===== config.mk =====
export PLATFORM = sky130hd
export DESIGN_NAME = iwbt_ctrl
export DESIGN_NICKNAME = d
export VERILOG_FILES = /design/src/rtl/ip_wildcard_ban_table_assert.svh /design/src/rtl/iwbt_pkg.sv /design/src/rtl/iwbt_ctrl.sv
export SDC_FILE = /design/constraint.sdc
export NUM_CORES = 1
export LEC_CHECK = 0
export ABC_AREA = 0
export BUFFER_PORTS_ARGS = -buffer_cell sky130_fd_sc_hd__clkbuf_2
export CAP_MARGIN = 20
export CORE_MARGIN = 10
export CORE_UTILIZATION = 39
export CTS_CLUSTER_SIZE = 10
export DETAILED_ROUTE_END_ITERATION = 6
export GPL_TIMING_DRIVEN = 0
export PLACE_DENSITY_LB_ADDON = 0.12
export SYNTH_ARGS = -nofsm -noshare
export SYNTH_HDL_FRONTEND = slang
export SYNTH_SLANG_ARGS = --single-unit

===== constraint.sdc =====
create_clock -name i_clk -period 1.14 [get_ports i_clk]
set_clock_uncertainty 0.05 [all_clocks]
set_input_delay 0.171 -clock i_clk [delete_from_list [all_inputs] [get_ports i_clk]]
set_output_delay 0.171 -clock i_clk [all_outputs]
set_load 0.01 [all_outputs]

===== src/rtl/ip_wildcard_ban_table_assert.svh =====
// Assertion macros for the IPv4 wildcard ban table.
// Included by the top level; no other dependencies.
`ifndef IP_WILDCARD_BAN_TABLE_ASSERT_SVH
`define IP_WILDCARD_BAN_TABLE_ASSERT_SVH

`ifndef SYNTHESIS
// Same-cycle implication, checked out of reset.
`define IWBT_ASSERT_IMPL(label, clk, rst_n, ante, cons) \
    label: assert property (@(posedge clk) disable iff (!rst_n) (ante) |-> (cons)) \
        else $error("iwbt assertion failed");
// Next-cycle implication, checked out of reset.
`define IWBT_ASSERT_NEXT(label, clk, rst_n, ante, cons) \
    label: assert property (@(posedge clk) disable iff (!rst_n) (ante) |=> (cons)) \
        else $error("iwbt assertion failed");
`else
`define IWBT_ASSERT_IMPL(label, clk, rst_n, ante, cons)
`define IWBT_ASSERT_NEXT(label, clk, rst_n, ante, cons)
`endif

`endif


===== src/rtl/iwbt_pkg.sv =====
// Shared types and codes for the IPv4 wildcard ban table.
// Used by iwbt_ctrl, iwbt_dp and ip_wildcard_ban_table; no dependencies.
package iwbt_pkg;

    // Operation codes of an input transfer.
    typedef enum logic [1:0] {
        OP_ADD    = 2'd0,
        OP_REMOVE = 2'd1,
        OP_CHECK  = 2'd2,
        OP_CLEAR  = 2'd3
    } t_op;

    // Result status codes.
    typedef enum logic [1:0] {
        ST_OK       = 2'd0,
        ST_DUP      = 2'd1,
        ST_FULL     = 2'd2,
        ST_NOTFOUND = 2'd3
    } t_status;

    // Source of the reported slot index.
    typedef enum logic [1:0] {
        IDX_KEEP  = 2'd0,
        IDX_ZERO  = 2'd1,
        IDX_COUNT = 2'd2,
        IDX_FOUND = 2'd3
    } t_idx_sel;

    // One stored entry: wildcard bits above the address.
    typedef struct packed {
        logic [3:0]  wild;
        logic [31:0] addr;
    } t_entry;

    // Commands from the controller to the datapath.
    typedef struct packed {
        logic     load;
        logic     scan_en;
        logic     append;
        logic     move_rd;
        logic     move_wr;
        logic     clear;
        logic     res_load;
        t_idx_sel idx_sel;
        t_status  status;
    } t_dp_cmd;

    // Status from the datapath to the controller.
    typedef struct packed {
        logic scan_done;
        logic found;
        logic full;
        t_op  op;
    } t_dp_sts;

    // Client address matches an entry on every byte that is not a wildcard.
    function automatic logic wild_match(input t_entry ent, input logic [31:0] client);
        logic ok;
        ok = 1'b1;
        for (int b = 0; b < 4; b++) begin
            if (!ent.wild[b] && (ent.addr[31 - 8*b -: 8] != client[31 - 8*b -: 8])) begin
                ok = 1'b0;
            end
        end
        return ok;
    endfunction

endpackage


===== src/rtl/iwbt_ctrl.sv =====
// Controller of the IPv4 wildcard ban table: handshakes and operation sequencing.
// Depends on iwbt_pkg; drives iwbt_dp through command and status structs.
module iwbt_ctrl (
    input  logic              i_clk,
    input  logic              i_rst_n,
    input  logic              i_in_valid,
    output logic              o_in_ready,
    input  iwbt_pkg::t_op     i_op,
    output logic              o_out_valid,
    input  logic              i_out_ready,
    output iwbt_pkg::t_dp_cmd o_cmd,
    input  iwbt_pkg::t_dp_sts i_sts
);
    import iwbt_pkg::*;

    typedef enum logic [2:0] {
        S_IDLE,
        S_SCAN,
        S_DECIDE,
        S_MOVE_RD,
        S_MOVE_WR,
        S_RESP
    } t_state;

    t_state  r_state;
    t_status r_status;
    logic    r_out_valid;

    // Commands follow the state and the datapath status.
    always_comb begin
        o_cmd         = '0;
        o_cmd.idx_sel = IDX_KEEP;
        o_cmd.status  = r_status;
        unique case (r_state)
            S_IDLE: begin
                o_cmd.load = i_in_valid;
            end
            S_SCAN: begin
                o_cmd.scan_en = 1'b1;
            end
            S_DECIDE: begin
                unique case (i_sts.op)
                    OP_ADD: begin
                        if (!i_sts.found && !i_sts.full) begin
                            o_cmd.append  = 1'b1;
                            o_cmd.idx_sel = IDX_COUNT;
                        end else begin
                            o_cmd.idx_sel = IDX_ZERO;
                        end
                    end
                    OP_REMOVE: begin
                        o_cmd.move_rd = i_sts.found;
                        o_cmd.idx_sel = i_sts.found ? IDX_KEEP : IDX_ZERO;
                    end
                    OP_CHECK: begin
                        o_cmd.idx_sel = i_sts.found ? IDX_FOUND : IDX_ZERO;
                    end
                    OP_CLEAR: begin
                        o_cmd.clear   = 1'b1;
                        o_cmd.idx_sel = IDX_ZERO;
                    end
                    default: ;
                endcase
            end
            S_MOVE_RD: begin
                o_cmd.move_rd = 1'b1;
            end
            S_MOVE_WR: begin
                o_cmd.move_wr = 1'b1;
                o_cmd.idx_sel = IDX_FOUND;
            end
            S_RESP: begin
                o_cmd.res_load = !r_out_valid || i_out_ready;
            end
            default: ;
        endcase
    end

    // State, result status and output valid.
    always_ff @(posedge i_clk) begin
        if (!i_rst_n) begin
            r_state     <= S_IDLE;
            r_status    <= ST_OK;
            r_out_valid <= 1'b0;
        end else begin
            if (o_cmd.res_load) begin
                r_out_valid <= 1'b1;
            end else if (i_out_ready) begin
                r_out_valid <= 1'b0;
            end
            unique case (r_state)
                S_IDLE: begin
                    if (i_in_valid) begin
                        r_state <= (i_op == OP_CLEAR) ? S_DECIDE : S_SCAN;
                    end
                end
                S_SCAN: begin
                    if (i_sts.scan_done) begin
                        r_state <= S_DECIDE;
                    end
                end
                S_DECIDE: begin
                    r_state <= S_RESP;
                    unique case (i_sts.op)
                        OP_ADD: begin
                            if (i_sts.found) begin
                                r_status <= ST_DUP;
                            end else if (i_sts.full) begin
                                r_status <= ST_FULL;
                            end else begin
                                r_status <= ST_OK;
                            end
                        end
                        OP_REMOVE: begin
                            r_status <= i_sts.found ? ST_OK : ST_NOTFOUND;
                            if (i_sts.found) begin
                                r_state <= S_MOVE_WR;
                            end
                        end
                        OP_CHECK: begin
                            r_status <= i_sts.found ? ST_OK : ST_NOTFOUND;
                        end
                        OP_CLEAR: begin
                            r_status <= ST_OK;
                        end
                        default: ;
                    endcase
                end
                S_MOVE_RD: begin
                    r_state <= S_MOVE_WR;
                end
                S_MOVE_WR: begin
                    r_state <= S_RESP;
                end
                S_RESP: begin
                    if (o_cmd.res_load) begin
                        r_state <= S_IDLE;
                    end
                end
                default: r_state <= S_IDLE;
            endcase
        end
    end

    assign o_in_ready  = (r_state == S_IDLE);
    assign o_out_valid = r_out_valid;

endmodule


# Word-level counts from Yosys, hierarchy flattened
# Cells that the tools add are included.
dict set report op_classes {
  n_eq_ne 12
  multipliers 0
  n_shift 0
  div 0
  n_bitwise 0
  reduce_logical 10
  mux 29
  add_sub_neg 0
  order_cmp 0
}
# cell n
set op_table {}
lappend op_table {{$pmux 3 s6} 1}
lappend op_table {{$mux 1} 15}
lappend op_table {{$mux 2} 6}
lappend op_table {{$mux 3} 3}
lappend op_table {{$pmux 2 s4} 1}
lappend op_table {{$eq 2x2->1 const B} 3}
lappend op_table {{$eq 3x2->1 const B} 2}
lappend op_table {{$eq 3x3->1 const B} 2}
lappend op_table {{$ne 2x2->1 const B} 3}
lappend op_table {{$pmux 2 s3} 1}
lappend op_table {{$pmux 2 s2} 1}
lappend op_table {{$eq 3x1->1 const B} 1}
lappend op_table {{$logic_not 1->1} 3}
lappend op_table {{$logic_not 3->1} 1}
lappend op_table {{$reduce_and 3->1} 1}
lappend op_table {{$eq 2x1->1 const B} 1}
lappend op_table {{$logic_not 2->1} 1}
lappend op_table {{$pmux 1 s2} 1}
lappend op_table {{$reduce_bool 2->1} 1}
lappend op_table {{$reduce_or 2->1} 1}
lappend op_table {{$logic_and 1x1->1} 1}
lappend op_table {{$logic_or 1x1->1} 1}
dict set report word_totals {
  latch_bits 0
  ff_bits 6
  elab_cells 54
  mem_bits_rw 0
  output_inout_bits 13
  n_memories 0
  mem_bits_ro 0
}

# Logic depth before layout (Yosys ltp)
# Gate-level depths: netlist of run 1.
dict set report logic_depth {
  depth_word 5
  depth_mapped 5
  ltp_nobuf 5
}

# Worst setup path before layout of run 1
# Ideal clock, no wire load.
dict set report synth_timing {
  path_type {flip-flop to output port}
  start {register r_state[1]}
  end {output o_cmd[2] (netlist bit)}
  stages_incl_launch_ff 3
  arrival_time_ps 1238
  t_required_ps 919
  slack_ps -319
  path_buffers 0
  path_cell_list {dfxtp_1 or3b_4 o32ai_1}
}
# item line_no
set synth_lines {}
lappend synth_lines {{start, declared} iwbt_ctrl.sv:25} ;# t_state r_state;
lappend synth_lines {{start signal, assigned} iwbt_ctrl.sv:94} ;# r_state <= (i_op == OP_CLEAR) ? S_DECIDE : S_SCAN;
lappend synth_lines {{end, declared} iwbt_ctrl.sv:11} ;# output iwbt_pkg::t_dp_cmd o_cmd,

==> results.tsv, run 1 <==
metric	value	unit
CP Launch Type	flip-flop	
Post-Synth XOR/XNOR Area	0	%
Die X	56	um
DRT Pass-1 Iters	4	
largest net degree at the start of global routing	11	
GP Congestion	0.759	
Peak Freq	0.608	GHz
status	finished with violations	
RSZ-0062 raised after global routing	yes	
CTS clk-pin slew, worst paths	0.05	ns
gr usage total	11.0	%
CP max stage cell	or3b_4	
final hold violations	0	
later-pin clock latency in the skew report	0.27	ns
routed via count	637	
maxcap violations	0	
pwr/cell area	951	nW/um^2
area share of the largest cell type after synthesis	23.8	%
clock root buffer master	clkbuf_4	
Seq cells post-synth	6	
multi-input logic area	517	um^2
Mapped Avg Cell Area	8.02	um^2
worst path bufs/invs	1	
Max IR drop VDD	0.822	mV
WHS	0.134	ns
adder-cell share of the synthesized area	12.4	%
setup ws final	-0.505	ns
# setup viols final	13	
total CTS buffers	3	
reg-to-reg slack, setup	-0.32	ns
Min-Delay Path Class	input port to flip-flop	
number of enable flip-flop cells after synthesis	0	
layout cell share with drive strength beyond 1	60.8	%
Synth Area in Simple Gates	36.4	%
multiplexer area fraction after synthesis	2.23	%
Main synth FF type	dfxtp_1	
Max H-tree Level	1	
TNS Setup	-4.23	ns
most common cell in the netlist	dfxtp_1	
# IOs	24	
part of the Yosys area used for sequential elements	23.8	%
crit-path max cell delay	0.44	ns
dpl hpwl	1.14	mm
n_diodes	0	
first-pass GRT wire length	2.88	mm
library cells used by synthesis	31	
vias per cell	5.49	
synthesized area	505	um^2
Register Area	131	um^2
logic gate share of total power	52.1	%
WP data required	0.92	ns
Int Pwr	0.613	mW
met3 Use GR	6.38	%
nets	120	
fillers	65	
Commonest cells post-synth	dfxtp_1 (6), ha_1 (5), nand2_1 (5), nor2_1 (5), inv_1 (4)	
Final Max Tran Viols	0	
Synth Area in Compound Gates	20.5	%
initial antenna violation count	0	
Least-Margin Pin Slew	0.359	ns
post-route ant nets	0	
syn nets	79	
Clock power frac	22.5	%
synth warn	0	
CP arrival	1.42	ns
Bufs on Longest Clock Path	2	
P_sw	0.329	mW
Final Critical Period	1.65	ns
# rows	12	
top cell family by delay on the critical path	simple AND/OR/NAND/NOR gates	
port bufs	22	
Sink Count	6	
CP Cell Sequence	or3b_4 > nor4b_4 > buf_2	
Most Crowded Layer GR	met2	
1st-iter DRT viols	6	
Reg power frac	25.4	%
CP endpoint kind	output pin	
core area	1170	um^2
vias in the first global route	624	
Post-Place Setup Slack	-0.360	ns
final WL	1.92	mm
die area	3140	um^2
Mapped Cells	63	
met2 usage	18.4	%
largest cells by area after synthesis	dfxtp_1 (24%), ha_1 (12%), nor3b_1 (4.5%), and2_1 (3.7%), nand2_1 (3.7%)	
Synth async-reset ratio	0	%
GR Overflow Total	0	
Layout area overhead	96.0	%
met1 usage	11.1	%
main combinational cell family by area after synthesis	simple AND/OR/NAND/NOR gates	
Pleak	0.443	nW
drt drc	0	
critical-path maximum fanout	5	
Die Ht	56	um
Slew HR	76.0	%
Routed wire per std cell	16.6	um
effective utilization at floorplan	43.2	%
CTS tree	yes	
sw frac	34.9	%
area leader, netlist	dfxtp_1	
critical path type	flip-flop to output pin	
violated checks	negative setup slack	
period utilization	144	%
-- worst register-to-register path, stage by stage, from the launching register on --
cell and delay (ns):
dfxtp_4 0.34, or3b_4 0.44, buf_4 0.16, buf_6 0.11, a211oi_4 0.16, nor3b_1 0.07
-- logic make-up after synthesis --
kind of cell,Yosys count
multiplexers,1
adder cells (fa/ha/maj),5
flip-flops,6
AO/OA/AOI/OAI,15
AND/OR/NAND/NOR,30
buffers and inverters,6
-- timing repair --
| action | in CTS | in global routing |
|---|---|---|
| cloned | 0 | 1 |
| hold buffers | 0 | 0 |
| pin swaps | 4 | 1 |
| setup buffers | 6 | 7 |
| endpoints found under the hold margin | 0 | 0 |
| setup endpoints to repair | 13 | 16 |
| gates resized for setup | 22 | 19 |
-- layout make-up --
cell class	instances	share of cell area, %
plain buffers	2	3.03
clock buffers	3	2.27
inverters	4	1.52
multi-input cells	51	52.1
flip-flops and latches	6	13.3
well taps	14	1.77
repair buffers	36	26.0
-- path summary, 6_finish.rpt --
| check | start | end | cells past startpoint |
|---|---|---|---|
| worst max register to register | r_state[2] | r_status[0] | 5 |
| worst min-delay path | i_rst_n | r_state[0] | 3 |
| worst min register to register | r_status[1] | r_status[1] | 2 |
| worst max-delay path | r_state[2] | o_cmd[8] | 3 |
-- cell usage in the layout, fill, tap and decap left out, types with 2 or more instances in the layout --
cell	count
clkbuf_2	16
nand3_1	2
buf_4	7
dfxtp_4	3
a31oi_1	2
and2_1	2
buf_6	8
buf_2	5
inv_1	4
nor2b_4	2
ha_1	4
nand2_1	5
clkbuf_4	3
nor2_1	4
nand2b_1	2
nor3b_1	2
dfxtp_1	3
nor3b_4	2
-- power by group through the flow --
stage / Sequential, mW / Combinational [mW] / Clock (mW)
floorplan: 0.250 / 0.172 / 0
global route: 0.242 / 0.524 / 0.231
detailed placement: 0.252 / 0.256 / 0
CTS: 0.236 / 0.370 / 0.200
finish: 0.239 / 0.491 / 0.212
global placement: 0.252 / 0.254 / 0
-- flip-flops by register name, summed over array words and instances (netlist names) --
signal / flops
r_state: 3
r_status: 2
o_out_valid: 1
-- per-stage QoR --
step | power (mW) | util, % | std cells | instance area, um^2
6_report | 0.942 | 84.6 | 116 | 991
5_1_grt | 0.996 | 84.6 | 116 | 991
4_1_cts | 0.806 | 74.3 | 108 | 870
3_5_place_dp | 0.507 | 59.5 | 99 | 697
3_3_place_gp | 0.506 | 59.5 | 99 | 697
2_1_floorplan | 0.422 | - | 63 | 569
-- per-layer routing --
metal  share of wire, %  wire (um)
met5                  0          0
met2                 47        911
met4                2.3         44
met1                 41        783
met3                9.4        180
Power figures use the tool's default switching activity.
==> run 2: changes to the inputs <==
- BUFFER_PORTS_ARGS: -buffer_cell sky130_fd_sc_hd__clkbuf_2 -> -buffer_cell sky130_fd_sc_hd__buf_2
==> run 2 against run 1 <==
Against the previous run:
- the run still ends with negative setup slack left
- largest cell class unchanged
- sequential power about the same
- critical endpoint is now o_cmd[2]
- count of clock-buffer cells in the layout stayed put
- setup slack better by 0.0093 ns
- sequential share of layout area grew 2.4 points
==> results.tsv, run 2 (synthesis results as in run 1) <==
metric	value	unit	change
Die X	56	um	unchanged
Biggest register	r_state		unchanged
TNS Setup	-3.92	ns	was -4.23 ns
worst path bufs/invs	1		unchanged
status	finished with violations		unchanged
top cell family by delay on the critical path	simple AND/OR/NAND/NOR gates		unchanged
Clock power frac	26.7	%	was 22.5%
port bufs	22		unchanged
GR Overflow Total	0		unchanged
nets	112		was 120
period utilization	143	%	was 144%
core area	1170	um^2	unchanged
Sink Count	6		unchanged
Layout area overhead	62.9	%	was 96.0%
Final Critical Period	1.64	ns	was 1.65 ns
CP Launch Type	flip-flop		unchanged
WP data required	0.92	ns	about the same
commonest non-fill, non-tap cell in the layout	buf_2		was clkbuf_2
sw frac	35.0	%	was 34.9%
CP Cell Sequence	or3b_4 > o32ai_4 > buf_2		was or3b_4 > nor4b_4 > buf_2
CP arrival	1.41	ns	was 1.42 ns
dpl hpwl	1.17	mm	was 1.14 mm
crit-path max cell delay	0.43	ns	was 0.44 ns
fillers	103		was 65
GP Congestion	0.757		was 0.759
WHS	0.130	ns	was 0.134 ns
routed via count	558		was 637
first-pass GRT wire length	2.85	mm	was 2.88 mm
die area	3140	um^2	unchanged
logic gate share of total power	42.0	%	was 52.1%
Die Ht	56	um	unchanged
RSZ-0062 raised after global routing	yes		unchanged
hold path depth	2		was 3
vias per cell	5.17		was 5.49
final hold violations	0		unchanged
Routed wire per std cell	15.4	um	was 16.6 um
P_sw	0.269	mW	was 0.329 mW
Int Pwr	0.501	mW	was 0.613 mW
DRT Pass-1 Iters	4		unchanged
Register Area	129	um^2	was 131 um^2
Crit path depth	3		unchanged
CP endpoint kind	output pin		unchanged
Max H-tree Level	1		unchanged
Post-Layout Cell Count	108		was 116
n_diodes	0		unchanged
total power	0.770	mW	was 0.942 mW
effective utilization at floorplan	43.2	%	unchanged
critical path type	flip-flop to output pin		unchanged
# rows	12		unchanged
CTS clk-pin slew, worst paths	0.04	ns	was 0.05 ns
setup ws final	-0.496	ns	was -0.505 ns
vias in the first global route	579		was 624
commonest non-fill, non-tap cells in the layout	buf_2 (23), buf_4 (6), nand2_1 (5), inv_1 (4), ha_1 (4)		was clkbuf_2 (16), buf_6 (8), buf_4 (7), nand2_1 (5), buf_2 (5)
total CTS buffers	3		unchanged
Max IR drop VDD	0.533	mV	was 0.822 mV
# setup viols final	13		unchanged
Bufs on Longest Clock Path	2		unchanged
initial antenna violation count	0		unchanged
maxcap violations	0		unchanged
Placed Cells	99		unchanged
pwr/cell area	935	nW/um^2	was 951 nW/um^2
Min-Delay Path Class	input port to flip-flop		unchanged
drt drc	0		unchanged
gr usage total	11.4	%	was 11.0%
CTS tree	yes		unchanged
violated checks	negative setup slack		unchanged
Slew HR	77.4	%	was 76.0%
multi-input logic area	468	um^2	was 517 um^2
clock root buffer master	clkbuf_4		unchanged
critical-path maximum fanout	6		was 5
R2R depth	3		was 5
final WL	1.67	mm	was 1.92 mm
1st-iter DRT viols	6		unchanged
Peak Freq	0.611	GHz	was 0.608 GHz
max FFs per register	3		unchanged
# IOs	24		unchanged
Pleak	0.376	nW	was 0.443 nW
layout cell share with drive strength beyond 1	54.3	%	was 60.8%
post-route ant nets	0		unchanged
Reg power frac	31.3	%	was 25.4%
Least-Margin Pin Slew	0.339	ns	was 0.359 ns
Final Max Tran Viols	0		unchanged
largest net degree at the start of global routing	11		unchanged
later-pin clock latency in the skew report	0.26	ns	was 0.27 ns
CP max stage cell	or3b_4		unchanged
Design Area, Final	823	um^2	was 991 um^2
placed cell areas	697	um^2	unchanged
run 2: area by class of cell:
class	instances	area share, %
multi-input combinational	51	56.8
timing repair buffer	28	19.3
sequential	6	15.7
clock buffer	3	2.74
tap	14	2.13
inverter	4	1.82
buffer	2	1.52
run 2: what timing repair did:
action | CTS | global route
pin swaps | 5 | 1
endpoints found under the setup margin | 13 | 15
gates resized for setup | 16 | 3
hold buffers | 0 | 0
setup buffers | 7 | 1
run 2: power groups by stage:
stage,clock (mW),sequential (mW),combinational [mW]
2_1_floorplan,0,0.250,0.172
3_3_place_gp,0,0.252,0.253
3_5_place_dp,0,0.252,0.257
4_1_cts,0.218,0.241,0.318
5_1_grt,0.225,0.243,0.351
6_report,0.205,0.241,0.324
run 2: worst register-to-register path: stages, from the launching register on:
cell and delay, ns:
dfxtp_2 0.35, or3b_4 0.43, a211oi_1 0.33, nor3b_1 0.08
run 2: metal layers:
layer  track usage (%)  wire length [um]  vias up
met2              18.0               735       18
li1                  -                 -      286
met1              11.8               778      249
met5                 0                 0        -
met4              6.14                38        0
met3              6.15               114        5
run 2: final timing paths:
check                                  from           to  slack, ns
worst max-delay path             r_state[0]     o_cmd[2]      -0.50
worst min-delay path                i_rst_n   r_state[2]       0.13
worst max register to register   r_state[0]  r_status[0]      -0.23
worst min register to register  r_status[1]  r_status[1]       0.40
run 2: through the flow:
stage	utilization, %	setup WS, ns
2_1_floorplan	-	-0.128
3_3_place_gp	59.5	-0.352
3_5_place_dp	59.5	-0.359
4_1_cts	69.9	-0.510
5_1_grt	70.3	-0.549
6_report	70.3	-0.496
==> run 3: changes to the inputs <==
- SLEW_MARGIN: default -> 20
- clock period: 1.14 -> 1.4 ns (I/O delays scaled with it)
==> run 3 against run 2 <==
Against the previous run:
- the flow still finishes with violations (negative setup slack)
- sequential cell count did not move
- power down 13%
- final cell count up 4.6%
- setup slack better by 0.24 ns
- cell area increased by 7.4%
- largest power group unchanged
==> results.tsv, run 3 (synthesis results as in run 1) <==
metric	value	unit	change
gr usage total	10.2	%	was 11.4%
final WL	1.84	mm	was 1.67 mm
RSZ-0062 raised after global routing	yes		unchanged
CTS clk-pin slew, worst paths	0.05	ns	was 0.04 ns
layout cell share with drive strength beyond 1	59.6	%	was 54.3%
Max H-tree Level	1		unchanged
R2R depth	5		was 3
crit-path max cell delay	0.42	ns	was 0.43 ns
clock root buffer master	clkbuf_4		unchanged
DRT Pass-1 Iters	4		unchanged
Sink Count	6		unchanged
n_diodes	0		unchanged
post-route ant nets	0		unchanged
CP arrival	1.40	ns	was 1.41 ns
GP Congestion	0.799		was 0.757
TNS Setup	-1.56	ns	was -3.92 ns
Final Critical Period	1.66	ns	
final hold violations	0		unchanged
critical-path maximum fanout	3		was 6
Die X	56	um	unchanged
WP data required	1.14	ns	was 0.92 ns
GR Overflow Total	0		unchanged
Post-CTS Hold Buffers	0		unchanged
setup ws final	-0.259	ns	was -0.496 ns
first-pass GRT wire length	2.65	mm	was 2.85 mm
logic gate share of total power	46.3	%	was 42.0%
Int Pwr	0.438	mW	was 0.501 mW
initial antenna violation count	0		unchanged
effective utilization at floorplan	43.2	%	unchanged
Peak Freq	0.603	GHz	
later-pin clock latency in the skew report	0.25	ns	was 0.26 ns
# rows	12		unchanged
total CTS buffers	3		unchanged
sw frac	34.8	%	was 35.0%
Slew HR	78.1	%	was 77.4%
placed cell areas	649	um^2	was 697 um^2
commonest non-fill, non-tap cell in the layout	buf_2		unchanged
Post-Place Setup Slack	-0.364	ns	was -0.359 ns
nets	117		was 112
vias in the first global route	604		was 579
maxcap violations	0		unchanged
final core occ	75.5	%	was 70.3%
commonest non-fill, non-tap cells in the layout	buf_2 (23), buf_4 (6), nand2_1 (5), buf_6 (5)		was buf_2 (23), buf_4 (6), nand2_1 (5), inv_1 (4), ha_1 (4)
Min-Delay Path Class	input port to flip-flop		unchanged
hold path depth	2		unchanged
Least-Margin Pin Slew	0.325	ns	was 0.339 ns
dpl hpwl	1.13	mm	was 1.17 mm
Routed wire per std cell	16.3	um	was 15.4 um
CTS tree	yes		unchanged
period utilization	118	%	
CP max stage cell	or3b_4		unchanged
violated checks	negative setup slack		unchanged
drt drc	0		unchanged
CP startpoint	r_state[2]		was r_state[0]
critical path type	flip-flop to output pin		unchanged
status	finished with violations		unchanged
die area	3140	um^2	unchanged
CP endpoint kind	output pin		unchanged
Reg power frac	28.9	%	was 31.3%
Hold Crit Start	i_rst_n		unchanged
pwr/cell area	760	nW/um^2	was 935 nW/um^2
Layout area overhead	75.0	%	was 62.9%
CP Cell Sequence	or3b_4 > buf_6 > o22ai_2 > buf_2		was or3b_4 > o32ai_4 > buf_2
# setup viols final	10		was 13
routed via count	617		was 558
Biggest register	r_state		unchanged
Clock power frac	24.8	%	was 26.7%
core area	1170	um^2	unchanged
Die Ht	56	um	unchanged
max FFs per register	3		unchanged
Bufs on Longest Clock Path	2		unchanged
CP Launch Type	flip-flop		unchanged
vias per cell	5.46		was 5.17
Max IR drop VDD	0.696	mV	was 0.533 mV
# IOs	24		unchanged
port bufs	22		unchanged
P_sw	0.234	mW	was 0.269 mW
Final Max Tran Viols	0		unchanged
Design Area, Final	885	um^2	was 823 um^2
Pleak	0.412	nW	was 0.376 nW
largest net degree at the start of global routing	11		unchanged
1st-iter DRT viols	10		was 6
worst r2r src	r_state[2]		was r_state[0]
-- run 3: cell types whose count changed in the layout (fill, tap and decap cells not counted), sizes merged --
cell / change
buf: +5
-- run 3: final timing paths --
check	end	slack, ns
worst min register to register	r_status[1]	0.41
worst min-delay path	r_state[2]	0.19
worst max-delay path	o_cmd[3]	-0.26
worst max register to register	r_status[0]	-0.06
-- run 3: layout make-up --
type | instances | area, um^2
buffer | 2 | 10.0
clock buffer | 3 | 22.5
tap | 14 | 17.5
timing repair buffer | 33 | 226
inverter | 4 | 15.0
fill | 83 | 287
sequential | 6 | 131
multi-input combinational | 51 | 462
-- run 3: power by group through the flow --
| stage | Sequential [mW] | Clock (mW) | Combinational (mW) |
|---|---|---|---|
| CTS | 0.192 | 0.171 | 0.242 |
| global placement | 0.204 | 0 | 0.184 |
| floorplan | 0.202 | 0 | 0.121 |
| detailed placement | 0.204 | 0 | 0.187 |
| finish | 0.194 | 0.167 | 0.311 |
| global route | 0.195 | 0.178 | 0.334 |
-- run 3: layer usage --
metal | global-route usage [%] | vias to the layer above | wire, um
met5 | 0 | - | 0
met4 | 3.07 | 0 | 25
met3 | 6.83 | 4 | 181
met2 | 16.5 | 29 | 892
met1 | 10.4 | 285 | 737
li1 | - | 299 | -
-- run 3: repair_timing --
action,4_1_cts,5_1_grt
buffers inserted,8,5
resized for setup,15,23
setup endpoints to repair,10,11
pin swaps,8,8
-- run 3: critical path, delay by kind of cell, from the launching register on --
kind	cells	cell delay [ns]
simple gates	1	0.42
flops	1	0.34
compound gates	1	0.09
buf+inv	2	0.29
-- run 3: through the flow --
step / hold WS [ns] / std cells / power, mW
6_report: 0.193 / 113 / 0.672
5_1_grt: 0.189 / 113 / 0.707
4_1_cts: 0.182 / 109 / 0.605
3_5_place_dp: 0.405 / 99 / 0.391
3_3_place_gp: 0.397 / 99 / 0.388
2_1_floorplan: 0.278 / 63 / 0.323
